===== src/rtl/mnhf_pkg.sv =====
// shared constants, types and helpers for the harmonic frame normalizer
package mnhf_pkg;

   localparam int PointsDefault = 64;
   localparam int MaxPoints     = 64;
   localparam int IdxW          = 8;
   localparam int AmpW          = 32;
   localparam int ValW          = 31;
   localparam int RatioW        = 32;
   localparam int QueueDepth    = 4;

   typedef struct packed {
      logic [IdxW-1:0] index;
      logic [ValW-1:0] first;
      logic [ValW-1:0] second;
   } sample_type;

   function automatic logic [ValW-1:0] clamp_amp(input logic [AmpW-1:0] raw);
      return raw[AmpW-1] ? '0 : raw[ValW-1:0];
   endfunction

endpackage


===== src/rtl/mnhf_front.sv =====
// input stage: range filter, clamp and sample queue
module mnhf_front #(
   parameter int Points = mnhf_pkg::PointsDefault
) (
   input  logic                   clock,
   input  logic                   reset,
   input  logic                   in_valid,
   output logic                   in_ready,
   input  logic [mnhf_pkg::IdxW-1:0] in_index,
   input  logic [mnhf_pkg::AmpW-1:0] in_first,
   input  logic [mnhf_pkg::AmpW-1:0] in_second,
   output logic                   q_valid,
   input  logic                   q_ready,
   output mnhf_pkg::sample_type   q_data
);
   import mnhf_pkg::*;
   localparam int QW = $clog2(QueueDepth);

   sample_type   buf_ff [QueueDepth];
   logic [QW-1:0] wp_ff, wp_in, rp_ff, rp_in;
   logic [QW:0]   cnt_ff, cnt_in;
   logic          push, pop, keep;

   assign keep     = {1'b0, in_index} < (IdxW+1)'(Points);
   assign in_ready = cnt_ff != (QW+1)'(QueueDepth);
   assign push     = in_valid && in_ready && keep;
   assign q_valid  = cnt_ff != '0;
   assign pop      = q_valid && q_ready;
   assign q_data   = buf_ff[rp_ff];

   always_comb begin
      wp_in  = push ? wp_ff + 1'b1 : wp_ff;
      rp_in  = pop ? rp_ff + 1'b1 : rp_ff;
      cnt_in = cnt_ff + (QW+1)'(push) - (QW+1)'(pop);
   end

   always_ff @(posedge clock) begin
      if (reset) begin
         wp_ff  <= '0;
         rp_ff  <= '0;
         cnt_ff <= '0;
      end else begin
         wp_ff  <= wp_in;
         rp_ff  <= rp_in;
         cnt_ff <= cnt_in;
      end
      if (push) begin
         buf_ff[wp_ff] <= '{index: in_index, first: clamp_amp(in_first),
                            second: clamp_amp(in_second)};
      end
   end
endmodule


===== config.mk =====
export PLATFORM = sky130hd
export DESIGN_NAME = mnhf_front
export DESIGN_NICKNAME = d
export VERILOG_FILES = /design/src/rtl/mnhf_pkg.sv /design/src/rtl/mnhf_front.sv
export SDC_FILE = /design/constraint.sdc
export NUM_CORES = 1
export LEC_CHECK = 0
export BUFFER_PORTS_ARGS = -buffer_cell sky130_fd_sc_hd__buf_2
export CORE_MARGIN = 2
export CORE_UTILIZATION = 60
export CTS_CLUSTER_DIAMETER = 120
export DETAILED_ROUTE_END_ITERATION = 8
export PLACE_DENSITY_LB_ADDON = 0.1
export SYNTH_ARGS = -nofsm -noshare
export SYNTH_HDL_FRONTEND = slang
export SYNTH_SLANG_ARGS = --single-unit

===== constraint.sdc =====
create_clock -name clock -period 5.32 [get_ports clock]
set_input_delay 0.266 -clock clock [delete_from_list [all_inputs] [get_ports clock]]
set_output_delay 0.266 -clock clock [all_outputs]
set_load 0.05 [all_outputs]

==> flow_summary.toml <==
[outcome]
status = "finished clean"

[critical_path]
r2r_slack_ns = 2.92
timing.rr.start = "cnt_ff[1]$_SDFF_PP0_"
worstReg2RegEnd = "cnt_ff[2]$_SDFF_PP0_"
worstSetupPathType = "reg -> out"
cp-end-kind = "output pin"
cp-start-kind = "flip-flop"
required_ns = 5.05
worstPathArrival_ns = 2.91
cp_max_fo = 44
reg2reg_depth = 10

[sta]
finalCritPeriodShare = 0.597
post-route-min-period_ns = 3.18
timing.hold.ws_ns = 0.0253
worst_slew_pin_slew_ns = 1.12
final-hold-violation-count = 0
skew_ns = 0.00697
rsz0062_at_grt = "no"
relSlewSlack = 0.255
slew_viol_final = 0
finalSetupViolations = 0
fmax_mhz = 315
fin_tns_setup_ns = 0
fin_ws_ns = 2.14

[worst_hold_path]
holdPathEnd = "rp_ff[0]$_SDFFE_PP0P_"
holdCritPathClass = "in -> reg"
min-delay-start = "reset"
whs_path_depth = 2

[placement]
place_ws_ns = 2.58
gp_congestion = 0.740
place_inst = 837
io_buffers = 147
dpl.hpwl_um = 10300
dpl_cell_area_mm2 = 0.0119

[power]
seqPwrFrac = 0.441
power_frac_comb = 0.242
power.leakage_nw = 4.35
switching_power_mw = 1.88
powerDensity_mw_per_mm2 = 476
peakVddDrop_uv = 360
power_mw = 6.14
switching_share = 0.306
clkPwrFrac = 0.317
internal_power_mw = 4.26

[synthesis]
syn_area_mm2 = 0.0110
synthCells = 484
synth_area_leader_cell = "edfxtp_1"
synth_cell_types = 23
ys_seq_elements = 289
synth_commonest_cells = "edfxtp_1, mux4_2, nor2b_1"
yosysWarnings = 0
ys_seq_area_frac = 0.784
synth_top_area_frac = 0.767
synth_most_common_cell = "edfxtp_1"
async_flop_share = 0
synth.area.top_cells = "edfxtp_1, mux4_2, nor2b_1, dfxtp_1, ha_1"
synth_edf_count = 280
syn_avg_cell_area_um2 = 22.6
synth_top_flop_cell = "edfxtp_1"
synth_nets = 567

[clock_network]
postCtsSetupBuffers = 0
clockRootBuffer = "clkbuf_16"
cts_tree = "done"
clkLatencyLatePin_ns = 0.53
clk_pin_slew_ns = 0.06
htree_levels = 1
clockBufferDepth = 3
clkSinkCount = 289
cts_buffers = 28

[grt]
antenna_found_initial = 2
grt_max_degree = 71
grt_usage = 0.199
grt_remaining_overflow = 0
grt_pass1_wl_um = 29800
grt_pass1_vias = 5623

[cells_and_area]
fin_cells = 897
drive_above_1_share = 0.398
nNetsFinal = 729
syn2layout_area_growth_pct = 17.7
finish.instance_area_mm2 = 0.0129
postLayoutCoreUtil = 0.718

[route]
routed_wl_um = 18800
via_per_inst = 5.67
num_vias = 5089
first_pass_iters = 4
drtIter0Drc = 226
wl_per_cell_um = 20.9
drc = 0
drtAntennaViolNets = 0

[die]
dieArea_mm2 = 0.0194
fp.dieH_um = 139
die_width_um = 139
initial_core_util = 0.610
core_mm2 = 0.0180
io_pins = 148
rows = 49

[flow_run]
cap_violations = 0
[kinds of logic after synthesis]
logic type	after synthesis	synth area share
AO/OA/AOI/OAI	2	0.00171
XOR/XNOR	4	0.00320
adder cells (fa/ha/maj)	7	0.00868
buffers and inverters	30	0.0118
flip-flops	289	0.784
multiplexers	72	0.146
AND/OR/NAND/NOR	80	0.0448
[layout make-up]
class | instances | area [um2]
clock buffers | 36 | 752
clock inverters | 14 | 164
well taps | 229 | 287
diodes | 2 | 5.00
fillers | 1097 | 5070
repair buffers | 156 | 823
multi-input cells | 165 | 2250
flip-flops and latches | 289 | 8600
inverters | 6 | 22.5
[power groups by stage]
| stage | Clock (mW) | Combinational (mW) | Sequential (mW) |
|---|---|---|---|
| after global routing | 2.07 | 1.55 | 2.73 |
| final | 1.95 | 1.48 | 2.71 |
| after floorplan | 0 | 1.31 | 2.62 |
| after global placement | 0 | 1.47 | 2.76 |
| after detailed placement | 0 | 1.49 | 2.76 |
| after CTS | 1.98 | 1.50 | 2.72 |
[repair_timing]
item                                   CTS  global route
endpoints found under the hold margin   32             0
resized for setup                        0             0
hold buffers                             8             0
[worst max-delay path by stage]
| stage | start | depth (start not counted) | slack (ns) | end |
|---|---|---|---|---|
| 2_1_floorplan | cnt_ff[1]$_SDFF_PP0_ | 4 | 2.07 | buf_ff[1][0]$_DFFE_PP_ |
| 4_1_cts | flip-flop | 3 | 2.01 | q_data[56] |
| 3_5_place_dp | flip-flop | 3 | 2.58 | q_data[56] |
| 3_3_place_gp | flip-flop | 3 | 2.60 | q_data[59] |
| 5_1_grt | flip-flop | 3 | 1.87 | q_data[56] |
| 6_report | flip-flop | 3 | 2.14 | q_data[16] |
[critical path: stages, from the launching register on]
cell	delay [ns]
dfxtp_4	0.95
buf_4	0.60
mux4_2	0.58
buf_2	0.24
[sequential cells by signal (all words and copies together), names as in the netlist, named ones only]
signal and cells:
wp_ff 2, rp_ff 2, buf_ff 280, cnt_ff 3
[layer usage]
layer  GRT usage  wire, um  vias up
li1            -         -     2287
met3      0.0435      1250       32
met2       0.331      9410      165
met5           0         0        -
met1       0.270      7660     2605
met4      0.0622       434        0
[placed cells by master (no fill, tap or decap), types with 4 or more instances in the layout]
master,n
clkbuf_16,29
ha_1,6
nor2_1,7
inv_1,6
bufinv_16,4
nor2b_1,64
buf_2,147
and2_4,4
clkinv_2,5
dfxtp_1,7
clkinv_1,5
dlygate4sd3_1,8
edfxtp_1,280
clkbuf_1,7
mux4_2,70
Power figures use the tool's default switching activity.
